### config.mk
export PLATFORM = sky130hd
export DESIGN_NAME = yuyv_to_rgb_converter_core_flat
export DESIGN_NICKNAME = d
export VERILOG_FILES = /design/src/rtl/yrc_pkg.sv /design/src/rtl/yrc_if.sv /design/src/rtl/yuyv_to_rgb_converter_core.sv /design/src/rtl/yrc_chroma.sv /design/src/rtl/yrc_lane.sv /design/src/rtl/yrc_merge.sv /design/src/flat_wrapper.sv
export SDC_FILE = /design/constraint.sdc
export NUM_CORES = 1
export LEC_CHECK = 0
export ABC_CLOCK_PERIOD_IN_PS = 6900
export BUFFER_PORTS_ARGS = -buffer_cell sky130_fd_sc_hd__buf_2
export CAP_MARGIN = 5
export CORE_AREA = 2 2 181 148
export CTS_CLUSTER_DIAMETER = 150
export DETAILED_ROUTE_END_ITERATION = 16
export DIE_AREA = 0 0 183 150
export PLACE_DENSITY = 0.68
export SYNTH_ARGS = -nofsm -noshare
export SYNTH_HDL_FRONTEND = slang
export SYNTH_SLANG_ARGS = --single-unit
### constraint.sdc
create_clock -name clk -period 6.9 [get_ports clk]
set_clock_uncertainty 0.1 [all_clocks]
set_input_delay 1.38 -clock clk [delete_from_list [all_inputs] [get_ports clk]]
set_output_delay 1.38 -clock clk [all_outputs]
set_load 0.05 [all_outputs]
### src/rtl/yrc_pkg.sv
// shared constants, types and helpers of the yuyv to rgb converter
package yrc_pkg;

  // q16 conversion coefficients (full-range bt.601)
  localparam logic [16:0] CoefCrR = 17'd91881;
  localparam logic [16:0] CoefCbG = 17'd22554;
  localparam logic [16:0] CoefCrG = 17'd46802;
  localparam logic [16:0] CoefCbB = 17'd116130;

  localparam int TermW = 25;  // signed width of one chroma term
  localparam int SumW  = 26;  // signed width of luma plus chroma term
  localparam int FracW = 16;  // fraction bits of the q16 sums

  typedef logic signed [TermW-1:0] term_t;
  typedef logic signed [SumW-1:0]  sum_t;

  // chroma contributions shared by both pixel lanes
  typedef struct packed {
    term_t blue;
    term_t green;
    term_t red;
  } chroma_terms_t;

  // one clamped rgb pixel
  typedef struct packed {
    logic [7:0] blue;
    logic [7:0] green;
    logic [7:0] red;
  } pixel_t;

  // signed chroma offset times unsigned q16 coefficient
  function automatic term_t coef_mul(input logic signed [7:0] d, input logic [16:0] c);
    logic signed [TermW-1:0] de;
    logic signed [TermW-1:0] ce;
    de = TermW'(d);
    ce = signed'({{(TermW-17){1'b0}}, c});
    return TermW'(de * ce);
  endfunction

endpackage

### src/rtl/yrc_if.sv
// valid/ready channel interfaces for macropixel input and rgb pair output
interface yrc_in_if;
  logic       valid;
  logic       ready;
  logic [7:0] luma_first;
  logic [7:0] chroma_blue;
  logic [7:0] luma_second;
  logic [7:0] chroma_red;

  modport source (output valid, luma_first, chroma_blue, luma_second, chroma_red,
                  input ready);
  modport sink   (input valid, luma_first, chroma_blue, luma_second, chroma_red,
                  output ready);
endinterface

interface yrc_out_if;
  logic       valid;
  logic       ready;
  logic [7:0] blue_first;
  logic [7:0] green_first;
  logic [7:0] red_first;
  logic [7:0] blue_second;
  logic [7:0] green_second;
  logic [7:0] red_second;

  modport source (output valid, blue_first, green_first, red_first,
                  blue_second, green_second, red_second, input ready);
  modport sink   (input valid, blue_first, green_first, red_first,
                  blue_second, green_second, red_second, output ready);
endinterface

### src/rtl/yuyv_to_rgb_converter_core.sv
// an item passes the chroma stage register, then the output register, to its result
// one macropixel per cycle unless out_ch stalls; both pixel lanes work in parallel
// while a result waits, the chroma stage takes one more item, then the input stalls
// reset: synchronous active-low rst_n clears both stage valids; data regs not reset
// no state is kept between items
module yuyv_to_rgb_converter_core (
  input  logic      clk,
  input  logic      rst_n,
  yrc_in_if.sink    in_ch,
  yrc_out_if.source out_ch
);

  logic                   s1_valid;
  logic                   s1_ready;
  yrc_pkg::chroma_terms_t s1_terms;
  logic [7:0]             s1_luma_first;
  logic [7:0]             s1_luma_second;
  yrc_pkg::pixel_t        pixel_first;
  yrc_pkg::pixel_t        pixel_second;

  // shared chroma products
  yrc_chroma u_chroma (
    .clk            (clk),
    .rst_n          (rst_n),
    .in_ch          (in_ch),
    .s1_valid       (s1_valid),
    .s1_ready       (s1_ready),
    .s1_terms       (s1_terms),
    .s1_luma_first  (s1_luma_first),
    .s1_luma_second (s1_luma_second)
  );

  // pixel lanes
  yrc_lane u_lane_first (
    .luma  (s1_luma_first),
    .terms (s1_terms),
    .pixel (pixel_first)
  );

  yrc_lane u_lane_second (
    .luma  (s1_luma_second),
    .terms (s1_terms),
    .pixel (pixel_second)
  );

  // result register
  yrc_merge u_merge (
    .clk          (clk),
    .rst_n        (rst_n),
    .s1_valid     (s1_valid),
    .s1_ready     (s1_ready),
    .pixel_first  (pixel_first),
    .pixel_second (pixel_second),
    .out_ch       (out_ch)
  );

endmodule

### src/rtl/yrc_chroma.sv
// first stage: shared chroma products, registered with both luma samples
module yrc_chroma (
  input  logic                   clk,
  input  logic                   rst_n,
  yrc_in_if.sink                 in_ch,
  output logic                   s1_valid,
  input  logic                   s1_ready,
  output yrc_pkg::chroma_terms_t s1_terms,
  output logic [7:0]             s1_luma_first,
  output logic [7:0]             s1_luma_second
);

  logic                   valid_r;
  logic                   valid_nxt;
  yrc_pkg::chroma_terms_t terms_r;
  yrc_pkg::chroma_terms_t terms_nxt;
  logic [7:0]             luma_first_r;
  logic [7:0]             luma_second_r;
  logic signed [7:0]      du;
  logic signed [7:0]      dv;
  logic                   take;

  // stage can load when empty or when its content moves on
  assign in_ch.ready = !valid_r || s1_ready;
  assign take        = in_ch.valid && in_ch.ready;

  // offset-128 samples become signed by flipping the top bit
  assign du = signed'(in_ch.chroma_blue ^ 8'h80);
  assign dv = signed'(in_ch.chroma_red ^ 8'h80);

  // chroma products, green pair summed and negated
  always_comb begin
    terms_nxt.blue  = yrc_pkg::coef_mul(du, yrc_pkg::CoefCbB);
    terms_nxt.red   = yrc_pkg::coef_mul(dv, yrc_pkg::CoefCrR);
    terms_nxt.green = -(yrc_pkg::coef_mul(du, yrc_pkg::CoefCbG)
                        + yrc_pkg::coef_mul(dv, yrc_pkg::CoefCrG));
  end

  assign valid_nxt = take ? 1'b1 : (s1_ready ? 1'b0 : valid_r);

  // stage valid
  always_ff @(posedge clk) begin
    if (!rst_n) begin
      valid_r <= 1'b0;
    end else begin
      valid_r <= valid_nxt;
    end
  end

  // stage payload
  always_ff @(posedge clk) begin
    if (take) begin
      terms_r       <= terms_nxt;
      luma_first_r  <= in_ch.luma_first;
      luma_second_r <= in_ch.luma_second;
    end
  end

  assign s1_valid       = valid_r;
  assign s1_terms       = terms_r;
  assign s1_luma_first  = luma_first_r;
  assign s1_luma_second = luma_second_r;

endmodule

### src/rtl/yrc_lane.sv
// one pixel lane: adds scaled luma to the chroma terms and clamps each channel
module yrc_lane (
  input  logic [7:0]             luma,
  input  yrc_pkg::chroma_terms_t terms,
  output yrc_pkg::pixel_t        pixel
);

  yrc_pkg::sum_t base;

  // luma scaled to q16, always non-negative
  assign base = signed'({2'b00, luma, {yrc_pkg::FracW{1'b0}}});

  // floor shift and saturate to 0..255
  function automatic logic [7:0] clamp_q16(input yrc_pkg::sum_t s);
    logic [7:0] v;
    if (s[yrc_pkg::SumW-1]) begin
      v = 8'd0;
    end else if (s[yrc_pkg::SumW-2]) begin
      v = 8'hFF;
    end else begin
      v = s[yrc_pkg::FracW+7:yrc_pkg::FracW];
    end
    return v;
  endfunction

  // per-channel sums
  always_comb begin
    pixel.blue  = clamp_q16(base + yrc_pkg::SumW'(terms.blue));
    pixel.green = clamp_q16(base + yrc_pkg::SumW'(terms.green));
    pixel.red   = clamp_q16(base + yrc_pkg::SumW'(terms.red));
  end

endmodule

### src/rtl/yrc_merge.sv
// merge stage: packs both lane pixels into the registered result
module yrc_merge (
  input  logic            clk,
  input  logic            rst_n,
  input  logic            s1_valid,
  output logic            s1_ready,
  input  yrc_pkg::pixel_t pixel_first,
  input  yrc_pkg::pixel_t pixel_second,
  yrc_out_if.source       out_ch
);

  logic            valid_r;
  logic            valid_nxt;
  yrc_pkg::pixel_t first_r;
  yrc_pkg::pixel_t second_r;
  logic            take;

  // output register loads when empty or being drained
  assign s1_ready  = !valid_r || out_ch.ready;
  assign take      = s1_valid && s1_ready;
  assign valid_nxt = take ? 1'b1 : (out_ch.ready ? 1'b0 : valid_r);

  // result valid
  always_ff @(posedge clk) begin
    if (!rst_n) begin
      valid_r <= 1'b0;
    end else begin
      valid_r <= valid_nxt;
    end
  end

  // result payload
  always_ff @(posedge clk) begin
    if (take) begin
      first_r  <= pixel_first;
      second_r <= pixel_second;
    end
  end

  assign out_ch.valid        = valid_r;
  assign out_ch.blue_first   = first_r.blue;
  assign out_ch.green_first  = first_r.green;
  assign out_ch.red_first    = first_r.red;
  assign out_ch.blue_second  = second_r.blue;
  assign out_ch.green_second = second_r.green;
  assign out_ch.red_second   = second_r.red;

endmodule
### src/flat_wrapper.sv
// flat-port wrapper written by rule: the top's interface ports become plain ports
module yuyv_to_rgb_converter_core_flat 
  (clk, rst_n, in_ch_valid, in_ch_luma_first, in_ch_chroma_blue, in_ch_luma_second, in_ch_chroma_red, in_ch_ready, out_ch_valid, out_ch_blue_first, out_ch_green_first, out_ch_red_first, out_ch_blue_second, out_ch_green_second, out_ch_red_second, out_ch_ready);
  yrc_in_if in_ch_i ();
  yrc_out_if out_ch_i ();
  input  logic clk;
  input  logic rst_n;
  input wire logic [$bits(in_ch_i.valid)-1:0] in_ch_valid;
  input wire logic [$bits(in_ch_i.luma_first)-1:0] in_ch_luma_first;
  input wire logic [$bits(in_ch_i.chroma_blue)-1:0] in_ch_chroma_blue;
  input wire logic [$bits(in_ch_i.luma_second)-1:0] in_ch_luma_second;
  input wire logic [$bits(in_ch_i.chroma_red)-1:0] in_ch_chroma_red;
  output wire logic [$bits(in_ch_i.ready)-1:0] in_ch_ready;
  output wire logic [$bits(out_ch_i.valid)-1:0] out_ch_valid;
  output wire logic [$bits(out_ch_i.blue_first)-1:0] out_ch_blue_first;
  output wire logic [$bits(out_ch_i.green_first)-1:0] out_ch_green_first;
  output wire logic [$bits(out_ch_i.red_first)-1:0] out_ch_red_first;
  output wire logic [$bits(out_ch_i.blue_second)-1:0] out_ch_blue_second;
  output wire logic [$bits(out_ch_i.green_second)-1:0] out_ch_green_second;
  output wire logic [$bits(out_ch_i.red_second)-1:0] out_ch_red_second;
  input wire logic [$bits(out_ch_i.ready)-1:0] out_ch_ready;
  assign in_ch_i.valid = in_ch_valid;
  assign in_ch_i.luma_first = in_ch_luma_first;
  assign in_ch_i.chroma_blue = in_ch_chroma_blue;
  assign in_ch_i.luma_second = in_ch_luma_second;
  assign in_ch_i.chroma_red = in_ch_chroma_red;
  assign in_ch_ready = in_ch_i.ready;
  assign out_ch_valid = out_ch_i.valid;
  assign out_ch_blue_first = out_ch_i.blue_first;
  assign out_ch_green_first = out_ch_i.green_first;
  assign out_ch_red_first = out_ch_i.red_first;
  assign out_ch_blue_second = out_ch_i.blue_second;
  assign out_ch_green_second = out_ch_i.green_second;
  assign out_ch_red_second = out_ch_i.red_second;
  assign out_ch_i.ready = out_ch_ready;
  yuyv_to_rgb_converter_core u_core (.clk(clk), .rst_n(rst_n), .in_ch(in_ch_i), .out_ch(out_ch_i));
endmodule
Word level (Yosys, flattened, before mapping):

Index checks and enable logic that the tools add are counted.

* $add $sub $neg: 8
* multiply operators: 4
* div/mod/pow operators: 0
* $lt $le $gt $ge: 0
* eq/ne operators: 0
* shift-type cells: 0
* muxes and demuxes: 10
* bitwise gates (word level): 2
* reductions and logical operators: 8

Operator list (count)
* 25-bit by 25-bit adder with 26-bit output: 6
* 8-bit two-way mux: 6
* 24-bit by 25-bit adder with 25-bit output: 1
* 8-bit by 18-bit multiplier with 25-bit output (second input constant): 1
* 25-bit negator: 1
* 8-bit by 16-bit multiplier with 24-bit output (second input constant): 1
* 8-bit by 17-bit multiplier with 24-bit output (second input constant): 1
* 8-bit by 15-bit multiplier with 23-bit output (second input constant): 1
* 1-bit two-way mux: 4
* 2-bit nonzero test: 2
* 1-bit logical AND: 2
* 1-bit zero test: 2
* 1-bit logical OR: 2
* 1-bit inverter: 2

* flip-flop bits (word level): 140
* bits in latches: 0
* memory bits (writable): 0
* bits in read-only memories: 0
* bits of input ports: 36
* output and inout bits: 50
* memories kept: 0

Longest topological paths before layout:

Gate-level depths: netlist of the first run.

* depth in word-level cells: 5
* gate-level depth with buffers: 26
* depth with buffers taken out: 26

Modules after synthesis:

A second synthesis of the first run with hierarchy kept.

* cell total of the unflattened synthesis: 1508
* area total of the unflattened synthesis: 15533.6 µm²

Modules (own cells, without submodules)
* yrc_chroma: instances 1, cells each 1089, area each 11210.8 µm²
* yrc_merge: instances 1, cells each 53, area each 1498.9 µm²
* yrc_lane (u_core.u_lane_first): instances 1, cells each 199, area each 1460.2 µm²
* yrc_lane (u_core.u_lane_second): instances 1, cells each 167, area each 1363.8 µm²

Worst setup path before layout of the first run:

Ideal clock, no wire load.

* path kind: in2reg
* start: input in_ch_chroma_red[6]
* end: register u_core.u_chroma.terms_r, in the netlist u_core.u_chroma.s1_terms[49] (data pin)
* setup time: 0.268 ns
* data arrival time: 6.994 ns
* data required time: 6.532 ns
* path slack: -0.462 ns
* stages: 24
* path buffers: 0
* path through: inv_1 > fa_1 > ha_1 > fa_1 > inv_1 > fa_1 > inv_1 > ha_1 > a21o_1 > a21o_1 > a21oi_1 > a31oi_1 > a21o_1 > a21oi_1 > xor2_1 > ha_1 > ha_1 > nand4_1 > nor3_1 > o21ai_1 > a311oi_1 > nor4b_1 > a211o_1 > xnor3_1

RTL lines
* start, declared: RTL line flat_wrapper.sv:12 `input wire logic [$bits(in_ch_i.chroma_red)-1:0] in_ch_chroma_red;`
* end signal, assigned: RTL line yrc_chroma.sv:53 `terms_r <= terms_nxt;`
* end, declared: RTL line yrc_chroma.sv:15 `yrc_pkg::chroma_terms_t terms_r;`

==> summary.md, run 1 <==
| Metric | Value |
|---|---|
| Seq pwr share | `around 15%` |
| Mean Syn Cell Area | `a little over 10 um^2` |
| Fin Hold WS | `0.455 ns` |
| Initial antenna violation count | `0` |
| Final min period | `a little under 7 ns` |
| Area share of fa/ha/maj cells after synthesis | `a little over two fifths` |
| Gpl congestion | `0.940` |
| Port bufs | `between 80 and 90` |
| Final setup vio count | `0` |
| Sw Pwr | `between 3 and 4 mW` |
| Worst min-delay path class | `flip-flop to flip-flop` |
| WL/cell | `approximately 15 um` |
| H-tree Lvls | `3` |
| Die area | `27,500 um^2` |
| Largest net degree at the start of global routing | `49` |
| Final #Nets | `approximately 1,900` |
| Crit path buf inv count | `4` |
| Cells along the critical path | `buf_2, inv_1, fa_1, inv_1, fa_1, fa_1, inv_1, ha_1, ha_1, nor3_1, a311oi_1, o21a_1, o21ai_0, nor3_1, a211o_1, ha_1, ha_4, or4b_4, o211ai_1, a211o_1, xnor3_1` |
| Area of the multi-input gates | `~9000 um^2` |
| Distinct cells, synth | `51` |
| Yosys top cell area share | `between 20 and 30%` |
| Top delay family on crit path | `adder cells` |
| Nature of the critical path endpoint | `flip-flop` |
| Ant diodes | `0` |
| Share of cells above drive strength 1 | `18.4%` |
| Synthesis Warnings | `0` |
| First-pass GRT wire length | `approximately 44 mm` |
| Final Slew Violations | `0` |
| Die Wd | `183 um` |
| Synth Cell Area | `~13,000 um^2` |
| Sequential area share after synthesis | `a little over a fifth` |
| Fmax | `148 MHz` |
| Design Area, Final | `between 10,000 and 15,000 um^2` |
| Vias in the first global route | `about 9,000` |
| Post-DRT Antenna Nets | `0` |
| Synth Area in Compound Gates | `13.4%` |
| Sequential standard cell area | `roughly 2800 um^2` |
| Critical path type | `primary input to flip-flop` |
| Largest family of logic cells by synthesized area | `adder cells` |
| Rel. slew slack | `between 10% and 20%` |
| CORE AREA | `about 26,000 um^2` |
| Finished Core Util | `58.2%` |
| Endpoints failing hold | `0` |
| Setup crit start | `in_ch_chroma_blue[7]` |
| Worst reg2reg startpoint | `u_core.u_chroma.s1_luma_second[1]$_DFFE_PP_` |
| Crit-path max cell delay | `approximately 0.57 ns` |
| Rows | `53` |
| # DRC | `0` |
| Initial DRT Pass Iterations | `4` |
| Sink Count | `93` |
| Synth area leaders | `ha_1, edfxtp_1, fa_1, inv_1, xnor2_1` |
| Worst EP arrival | `between 6 and 7 ns` |
| CTS Buf Count | `9` |
| CTS clock-pin slew for the worst setup and hold paths | `roughly 0.060 ns` |
| Critical path's slowest cell | `fa_1` |
| Worst VDD drop | `~390 uV` |
| GRT Overall Usage | `20.3%` |
| Syn Inst Count | `between 1,000 and 1,500` |
| Max-cap viol count | `0` |
| LEAKAGE | `7.62 nW` |
| Post-synth net total | `1,677` |
| Worst-skew pair later-pin latency | `between 0.3 and 0.4 ns` |
| Average vias per placed instance | `approximately 5.1` |
| Synth area leader | `ha_1` |
| CTS tree | `built` |
| Placed inst area | `between 10,000 and 15,000 um^2` |
| Most used flip-flop cell after synthesis | `edfxtp_1` |
| Number of synthesized flops with an enable pin | `91` |
| CP required | `around 6.9 ns` |
| Net Sw Frac | `between 40% and 50%` |
| Post-Synth XOR/XNOR Area | `6.26%` |
| Async SR Flop Fraction | `0%` |
| Max Fanout on Critical Path | `7` |
| DR vias | `approximately 9,300` |
| Status | `finished clean` |
| Mux contribution to synthesized area | `less than 1%` |
| Least-Margin Pin Slew | `roughly 1.3 ns` |
| DP Wirelength | `23.8 mm` |
| CTS max path bufs | `2` |
| Synthesized flop and latch total | `between 90 and 100` |
| Clock root buffer | `clkbuf_16` |
| Setup_tns | `0 ns` |
| Initial Util | `around 49%` |
| Drt total wl | `26.9 mm` |
| Grt ovf | `0` |
| Synth Area in Simple Gates | `approximately 6.9%` |
| Clk network pwr share | `6.9%` |
| Cts hold-fix bufs | `0` |
| Drt first-iter violations | `351` |
| Die H | `~150 um` |
| Unrepaired setup endpoints after global routing | `true` |
| CP Launch Type | `primary input` |
| Hold wc startpoint | `u_core.u_chroma.s1_valid$_SDFFE_PN0P_` |
| IO Count | `86` |
| Fillers | `between 2,000 and 2,500` |
| Combinational power share | `77.7%` |
| Area Growth Syn to Fin | `18.2%` |
| Pwr Density | `~460 nW/um^2` |
| Total Power | `approximately 7.0 mW` |
| Tcrit/Tclk final | `a little over nine tenths` |
| Internal Pwr Total | `between 3 and 4 mW` |
## power by group through the flow
| stage | combinational (mW) | sequential (mW) | clock [mW] |
|---|---|---|---|
| final | 5.41 | 1.08 | 0.478 |
| after global routing | 6.07 | 1.09 | 0.511 |
| after CTS | 5.31 | 1.08 | 0.487 |
| after detailed placement | 5.24 | 1.09 | 0 |
| after global placement | 5.10 | 1.09 | 0 |
| after floorplan | 3.50 | 1.30 | 0 |
## area by class of cell
class                   instances  area share (%)
clock buffers                  10            1.53
clock inverters                 6           0.418
inverters                     262            6.62
multi-input cells             901            60.7
flip-flops and latches         93            18.5
well taps                     330            2.76
repair buffers                213            9.44
## cells in the mapped netlist, drive strengths merged (13+ instances only)
library cell  number
edfxtp            91
nor2b             16
ha               281
a21o              28
xnor2             62
o21ai             41
nor2              46
nand3             17
o21a              63
fa               101
xor2              26
nand2             37
a21oi             64
nand2b            17
inv              262
nor3              13
## path summary, 6_finish.rpt
| kind | end | slack, ns | cells after the start |
|---|---|---|---|
| worst max register to register | u_core.u_merge.out_ch.red_second[3]$_SDFFCE_PP0P_ | 3.78 | 11 |
| worst min-delay path | u_core.u_merge.out_ch.valid$_SDFFE_PN0P_ | 0.46 | 1 |
| worst min register to register | u_core.u_merge.out_ch.valid$_SDFFE_PN0P_ | 0.46 | 1 |
| worst max-delay path | u_core.u_chroma.s1_terms[49]$_DFFE_PP_ | 0.14 | 21 |
## cell usage in the layout (no fill, tap or decap), drive strengths merged, types with 26 or more instances in the layout
cell type  instances
buf              213
a21oi             64
o21ai             41
nor2              46
o21a              63
ha               281
xor2              26
inv              261
fa               101
nand2             37
edfxtp            91
a21o              28
xnor2             62
## sequential cells by signal, indices dropped and copies added, names as in the netlist
| name | cells |
|---|---|
| u_core.u_chroma.s1_luma_first | 8 |
| u_core.u_chroma.s1_luma_second | 8 |
| u_core.u_chroma.s1_terms | 27 |
| u_core.u_chroma.s1_valid | 1 |
| u_core.u_merge.out_ch.blue_first | 8 |
| u_core.u_merge.out_ch.blue_second | 8 |
| u_core.u_merge.out_ch.green_first | 8 |
| u_core.u_merge.out_ch.green_second | 8 |
| u_core.u_merge.out_ch.red_first | 8 |
| u_core.u_merge.out_ch.red_second | 8 |
| u_core.u_merge.out_ch.valid | 1 |
## worst register-to-register path, cell delays in order, from the launching register on
cell and delay [ns]:
edfxtp_1 0.49, inv_1 0.21, fa_1 0.49, nor2b_1 0.12
o21ai_0 0.11, a21boi_0 0.26, o21ai_0 0.11, nand2b_1 0.11
a21o_1 0.13, a21oi_1 0.07, xnor2_1 0.54, o21a_1 0.23
## cells by family (layout without fill, tap and decap cells)
family	count (synthesis)	in the layout
AOI/OAI and AO/OA	254	254
xor gates and xnor gates	89	89
adders and majority gates	382	382
buffers and inverters	265	491
DFF	93	93
muxes	1	1
and+or+nand+nor	175	175
## per-stage QoR
step | std cells | setup slack (ns)
2_1_floorplan | 1259 | 0.00195
3_3_place_gp | 1794 | -0.241
3_5_place_dp | 1794 | -0.367
4_1_cts | 1810 | 0.0114
5_1_grt | 1815 | -0.122
6_report | 1815 | 0.145
## layer usage
metal  vias to the layer above  GRT usage [%]  share of wire [%]
li1                       4727              -                  -
met2                       153           33.9                 45
met4                         0           5.00                1.7
met5                         -              0                  0
met1                      4369           28.4                 49
met3                        30           2.21                3.5
## timing repair
item,in CTS,in global routing
gates resized for setup,3,18
setup endpoints to repair,1,3
setup buffers,0,5
pin swaps,2,7
No activity file was read; power rests on OpenSTA's default activity.
==> run 2: changes to the inputs <==
BUFFER_PORTS_ARGS = default   (was -buffer_cell sky130_fd_sc_hd__buf_2)
CELL_PAD_IN_SITES_DETAIL_PLACEMENT = 2   (was default)
CELL_PAD_IN_SITES_GLOBAL_PLACEMENT = 2   (was default)
CORE_AREA = 2 2 184 186   (was 2 2 181 148)
DIE_AREA = 0 0 186 188   (was 0 0 183 150)
DONT_BUFFER_PORTS = 1   (was default)
PLACE_DENSITY = 0.75   (was 0.68)
==> run 2 against run 1 <==
  * Sequential power is 25% higher
  * Flip-flop and latch count stayed put
  * Clock power is 5.4% higher
  * Sequential share of layout area is 0.54 points higher
  * Routed wire length is 39% higher
  * Utilization is 14 points lower
  * Largest power group unchanged
  * Worst hold slack worse by 0.0085 ns
  * Setup slack worse by 0.050 ns
  * Largest cell class unchanged
  * Design area is 2.8% lower
==> summary.md, run 2 (synthesis gave the netlist of run 1 again) <==
| Metric | Value |
|---|---|
| Most common cell after layout, fill and taps aside | `ha_1` |
| Vias in the first global route | `roughly 11,000` |
| Critical path type | `primary input to flip-flop` |
| Reg2Reg Depth | `11` |
| Initial DRT Pass Iterations | `4` |
| Internal Pwr Total | `approximately 3.8 mW` |
| Hold wc startpoint | `u_core.u_chroma.s1_valid$_SDFFE_PN0P_` |
| FF-to-FF End | `u_core.u_merge.out_ch.red_second[5]$_SDFFCE_PP0P_` |
| Net Sw Frac | `a little under half` |
| Hold Path Stages | `1` |
| Nature of the critical path endpoint | `flip-flop` |
| Fillers | `~3,600` |
| Finished Core Util | `43.9%` |
| CP required | `between 6 and 7 ns` |
| Clk network pwr share | `6.9%` |
| Status | `finished clean` |
| Max FFs per register | `27` |
| Die Wd | `~190 um` |
| Largest net degree at the start of global routing | `slightly below 50` |
| Worst VDD drop | `about 370 uV` |
| Reg2Reg Setup Slack | `3.63 ns` |
| LEAKAGE | `between 7 and 8 nW` |
| Worst reg2reg startpoint | `u_core.u_chroma.s1_luma_second[1]$_DFFE_PP_` |
| Area Growth Syn to Fin | `14.8%` |
| Final Slew Violations | `0` |
| H-tree Lvls | `3` |
| Die area | `35,000 um^2` |
| Max Fanout on Critical Path | `6` |
| # DRC | `0` |
| Endpoints failing hold | `0` |
| Final min period | `approximately 6.8 ns` |
| DP Wirelength | `roughly 32 mm` |
| Fin cells | `roughly 1,800` |
| Cts hold-fix bufs | `0` |
| Rows | `67` |
| Commonest cells after routing, fill and taps aside | `ha_1, inv_1, buf_4, fa_1, edfxtp_1` |
| Die H | `188 um` |
| Worst Hold End | `u_core.u_merge.out_ch.valid$_SDFFE_PN0P_` |
| Worst min-delay path class | `flip-flop to flip-flop` |
| CP Launch Type | `primary input` |
| Combinational power share | `74.5%` |
| Fmax | `between 100 and 150 MHz` |
| Post-DRT Antenna Nets | `0` |
| DR vias | `between 9,000 and 10,000` |
| Port bufs | `0` |
| Max-cap viol count | `0` |
| Tcrit/Tclk final | `between 90% and 100%` |
| Initial Util | `between 30% and 40%` |
| WL/cell | `between 20 and 25 um` |
| Grt ovf | `0` |
| CTS tree | `built` |
| Final #Nets | `1,787` |
| CTS Buf Count | `9` |
| IO Count | `between 80 and 90` |
| Drt first-iter violations | `between 150 and 200` |
| Worst-skew pair later-pin latency | `between 0.3 and 0.4 ns` |
| Rel. slew slack | `between 40% and 50%` |
| GRT Overall Usage | `21.7%` |
| Final setup vio count | `0` |
| Average vias per placed instance | `roughly 5.2` |
| Placed inst area | `14,100 um^2` |
| First-pass GRT wire length | `58.2 mm` |
| Share of cells above drive strength 1 | `13.1%` |
| Seq pwr share | `18.6%` |
| Pwr Density | `499 nW/um^2` |
| Dpl cells | `1,799` |
| Initial antenna violation count | `3` |
| Drt total wl | `about 37 mm` |
| Least-Margin Pin Slew | `just over 0.8 ns` |
| CORE AREA | `around 33,000 um^2` |
| Worst EP arrival | `6.81 ns` |
| Gpl congestion | `approximately 0.85` |
| CTS clock-pin slew for the worst setup and hold paths | `0.07 ns` |
| Sw Pwr | `between 3 and 4 mW` |
| Design Area, Final | `14,600 um^2` |
| Sink Count | `93` |
| CTS max path bufs | `2` |
| Clock root buffer | `clkbuf_16` |
[run 2: repair_timing]
item                       in CTS  in global routing
gates cloned                    0                  0
gates resized for setup         1                 38
setup endpoints to repair       1                  5
pin swaps                       0                 31
setup buffers                   0                  7
[run 2: metal layers]
metal | vias to the layer above | wire (um) | track usage [%] | part of all wire [%]
met4 | 2 | 1400 | 8.36 | 3.8
met3 | 66 | 1110 | 2.18 | 3.0
li1 | 4492 | - | - | -
met5 | - | 18 | 0 | 0.048
met2 | 168 | 20000 | 41.0 | 54
met1 | 4686 | 14700 | 24.6 | 39
[run 2: power by group through the flow]
stage	Sequential [mW]	Combinational, mW	Clock [mW]
after floorplan	1.30	3.50	0
after global placement	1.35	4.84	0
after detailed placement	1.36	5.24	0
after CTS	1.35	5.31	0.513
after global routing	1.37	6.09	0.537
final	1.35	5.41	0.504
[run 2: metrics by stage]
stage                     power (mW)  setup TNS [ns]  hold WS, ns  setup slack, ns
final                           7.26               0        0.447           0.0949
after global routing            8.00          -0.236        0.473           -0.129
after detailed placement        6.60           -1.00        0.440           -0.408
after CTS                       7.18               0        0.456           0.0237
after global placement          6.19          -0.132        0.413           -0.132
after floorplan                 4.80               0        0.377          0.00195
[run 2: worst max path at each step]
stage | slack, ns | startpoint | endpoint | cells after the start
5_1_grt | -0.13 | in_ch_chroma_red[7] | u_core.u_chroma.s1_terms[49]$_DFFE_PP_ | 24
3_5_place_dp | -0.41 | in_ch_chroma_red[7] | u_core.u_chroma.s1_terms[49]$_DFFE_PP_ | 25
3_3_place_gp | -0.13 | in_ch_chroma_red[3] | u_core.u_chroma.s1_terms[49]$_DFFE_PP_ | 22
4_1_cts | 0.02 | in_ch_chroma_red[7] | u_core.u_chroma.s1_terms[49]$_DFFE_PP_ | 25
2_1_floorplan | 0.002 | in_ch_chroma_red[5] | u_core.u_chroma.s1_terms[49]$_DFFE_PP_ | 24
6_report | 0.09 | in_ch_chroma_red[7] | u_core.u_chroma.s1_terms[49]$_DFFE_PP_ | 24
[run 2: worst max-delay path, stage by stage]
cell	delay [ns]
clkinvlp_4	0.11
ha_4	0.32
inv_2	0.06
fa_1	0.57
fa_1	0.46
fa_1	0.56
inv_2	0.06
ha_4	0.24
o21a_1	0.11
o31a_1	0.14
buf_6	0.15
o31ai_4	0.27
a31oi_2	0.14
o41ai_2	0.26
nor2_1	0.09
o21a_1	0.19
nor2_2	0.09
xnor2_1	0.08
ha_1	0.33
ha_4	0.23
or4b_4	0.52
o211ai_1	0.11
a211o_1	0.14
xnor3_1	0.20
[run 2: final cells by class]
| cell class | instances | area [um^2] | area share, % |
|---|---|---|---|
| inverters | 262 | 995 | 6.84 |
| clock buffers | 9 | 225 | 1.55 |
| multi-input cells | 901 | 9150 | 62.9 |
| flip-flops and latches | 93 | 2770 | 19.1 |
| repair buffers | 102 | 773 | 5.31 |
| well taps | 448 | 561 | 3.85 |
| clock inverters | 7 | 72.6 | 0.499 |
| diodes | 1 | 2.50 | 0.0172 |
==> run 3: changes to the inputs <==
==> constraint.sdc (replaced) <==
create_clock -name clk -period 6.9 [get_ports clk]
set_clock_uncertainty 0.1 [all_clocks]
set_input_delay 0.69 -clock clk [delete_from_list [all_inputs] [get_ports clk]]
set_output_delay 0.69 -clock clk [all_outputs]
set_load 0.05 [all_outputs]
==> run 3 against run 2 <==
  * Register-to-register slack got worse by 0.08 ns
  * Global-route usage decreased by 1.6 points
  * Utilization decreased by 2.5 points
  * Routed wire length decreased by 10%
  * Cell count decreased by 4.7%
  * Flip-flop and latch count unchanged
  * Combinational power decreased by 16%
  * Non-clock buffer count decreased by 85
  * Via count decreased by 5.5%
  * Critical path type unchanged
  * Maximum frequency increased by 3.6%
  * Total power decreased by 12%
==> summary.md, run 3 (synthesis gave the netlist of run 1 again) <==
| Metric | Value |
|---|---|
| DP Wirelength | `around 30 mm` |
| Setup crit start | `in_ch_chroma_red[7]` |
| Net Sw Frac | `between 40% and 50%` |
| CTS Buf Count | `9` |
| Initial antenna violation count | `0` |
| Largest net degree at the start of global routing | `approximately 50` |
| Max-cap viol count | `0` |
| Area Growth Syn to Fin | `8.27%` |
| FF-to-FF End | `u_core.u_merge.out_ch.green_first[4]$_SDFFCE_PP0P_` |
| Max Fanout on Critical Path | `6` |
| Unrepaired setup endpoints after global routing | `false` |
| Sink Count | `between 90 and 100` |
| Least-Margin Pin Slew | `between 1 and 1.5 ns` |
| Tcrit/Tclk final | `a little over nine tenths` |
| Placed inst area | `roughly 13,000 um^2` |
| H-tree Lvls | `3` |
| Post-DRT Antenna Nets | `0` |
| Worst min-delay path class | `primary input to flip-flop` |
| Grt ovf | `0` |
| Fmax | `152 MHz` |
| Crit path to | `u_core.u_chroma.s1_terms[49]$_DFFE_PP_` |
| First-pass GRT wire length | `approximately 55 mm` |
| CTS tree | `built` |
| Worst EP arrival | `6.56 ns` |
| Initial DRT Pass Iterations | `4` |
| CORE AREA | `roughly 33,000 um^2` |
| Max FFs per register | `27` |
| IO Count | `86` |
| Reg2Reg Setup Slack | `around 3.6 ns` |
| Clk network pwr share | `roughly 8.2%` |
| Ant diodes | `0` |
| Share of cells above drive strength 1 | `under 10%` |
| Die area | `between 30,000 and 40,000 um^2` |
| Design Area, Final | `about 14,000 um^2` |
| LEAKAGE | `around 6.8 nW` |
| Most common cell after layout, fill and taps aside | `ha_1` |
| CTS max path bufs | `2` |
| Internal Pwr Total | `~3.3 mW` |
| Sequential standard cell area | `between 2000 and 3000 um^2` |
| Endpoints failing hold | `0` |
| Average vias per placed instance | `just over 5` |
| CTS clock-pin slew for the worst setup and hold paths | `~0.070 ns` |
| CP required | `6.89 ns` |
| Fillers | `~3,600` |
| Drt total wl | `~33 mm` |
| Reg2Reg Depth | `11` |
| Initial Util | `38.3%` |
| Nature of the critical path endpoint | `flip-flop` |
| Gpl congestion | `~0.87` |
| Cts hold-fix bufs | `0` |
| Worst reg2reg startpoint | `u_core.u_chroma.s1_luma_first[1]$_DFFE_PP_` |
| Rows | `67` |
| Pwr Density | `approximately 470 nW/um^2` |
| Worst-skew pair later-pin latency | `approximately 0.35 ns` |
| Clock root buffer | `clkbuf_16` |
| Commonest cells after routing, fill and taps aside | `ha_1, inv_1, fa_1, edfxtp_1, o21a_1` |
| Status | `finished clean` |
| Final #Nets | `~1,700` |
| Drt first-iter violations | `~230` |
| Sw Pwr | `3.11 mW` |
| Rel. slew slack | `28.4%` |
| Vias in the first global route | `just over 10,000` |
| Worst VDD drop | `approximately 310 uV` |
| Die Wd | `186 um` |
| Critical path type | `primary input to flip-flop` |
| # DRC | `0` |
| GRT Overall Usage | `between 20% and 30%` |
| Area of the multi-input gates | `between 8000 and 9000 um^2` |
| Combinational power share | `between 70% and 80%` |
| Die H | `about 190 um` |
| Final Slew Violations | `0` |
| DR vias | `just under 9,000` |
| Final setup vio count | `0` |
| Setup_tns | `0 ns` |
| CP Launch Type | `primary input` |
| WL/cell | `approximately 19 um` |
| Port bufs | `0` |
| Seq pwr share | `20.9%` |
| Final min period | `between 6 and 7 ns` |
[run 3: cell types whose count changed in the layout (fill, tap and decap cells not counted), sizes merged]
cell | before | now
buf | 102 | 17
clkinvlp | 4 | 0
inv | 261 | 263
bufinv | 1 | 2
clkinv | 3 | 4
diode | 1 | 0
[run 3: power groups by stage]
stage / logic [mW] / registers (mW) / clock network (mW)
after floorplan: 3.38 / 1.30 / 0
after global placement: 4.28 / 1.35 / 0
after detailed placement: 4.52 / 1.36 / 0
after CTS: 4.58 / 1.35 / 0.542
after global routing: 5.20 / 1.37 / 0.562
final: 4.55 / 1.35 / 0.529
[run 3: worst max-delay path: stages]
cell	delay, ns
inv_1	0.10
ha_1	0.34
inv_1	0.09
fa_1	0.58
fa_1	0.46
fa_1	0.54
inv_1	0.04
ha_1	0.35
o21a_1	0.13
o31a_1	0.16
o31ai_4	0.21
a31oi_1	0.15
o41ai_2	0.38
nor2_1	0.10
o21a_1	0.18
nor2_1	0.11
xnor2_1	0.14
ha_1	0.26
ha_1	0.35
or4b_2	0.68
o211ai_1	0.13
a211o_1	0.15
xnor3_1	0.23
[run 3: routing by layer]
layer,vias to the layer above,routed length [um],global-route usage [%]
met1,4428,14600,24.9
met4,0,859,6.06
li1,4312,-,-
met3,34,632,1.09
met2,120,17400,36.9
met5,-,0,0
[run 3: cell type report]
type	instances	area share (%)
multi-input cells	901	65.2
flip-flops and latches	93	20.2
well taps	448	4.09
clock buffers	9	1.64
clock inverters	7	0.720
inverters	262	7.17
repair buffers	17	0.930
[run 3: timing repair]
item,in CTS,in global routing
buffers inserted,0,1
resized for setup,0,8
endpoints found under the setup margin,0,1
[run 3: metrics by stage]
stage / instances / util, % / power [mW] / setup slack, ns / hold slack [ns]
after global routing: 1737 / 41.4 / 7.13 / 0.00628 / 0.318
after floorplan: 1259 / - / 4.68 / 0.228 / 0.377
after global placement: 1720 / 40.3 / 5.63 / 0.134 / 0.407
final: 1737 / 41.4 / 6.43 / 0.329 / 0.333
after CTS: 1736 / 41.3 / 6.47 / 0.144 / 0.322
after detailed placement: 1720 / 40.3 / 5.88 / -0.188 / 0.430
[run 3: worst min path at each step]
stage / cells after the start / slack (ns) / to / startpoint
floorplan: 1 / 0.38 / u_core.u_merge.out_ch.valid$_SDFFE_PN0P_ / u_core.u_chroma.s1_valid$_SDFFE_PN0P_
global placement: 1 / 0.41 / u_core.u_merge.out_ch.valid$_SDFFE_PN0P_ / u_core.u_chroma.s1_valid$_SDFFE_PN0P_
detailed placement: 1 / 0.43 / u_core.u_merge.out_ch.valid$_SDFFE_PN0P_ / u_core.u_chroma.s1_valid$_SDFFE_PN0P_
CTS: 0 / 0.32 / u_core.u_chroma.s1_luma_first[3]$_DFFE_PP_ / in_ch_luma_first[3]
global route: 0 / 0.32 / u_core.u_chroma.s1_luma_first[3]$_DFFE_PP_ / in_ch_luma_first[3]
finish: 0 / 0.33 / u_core.u_chroma.s1_luma_first[3]$_DFFE_PP_ / in_ch_luma_first[3]
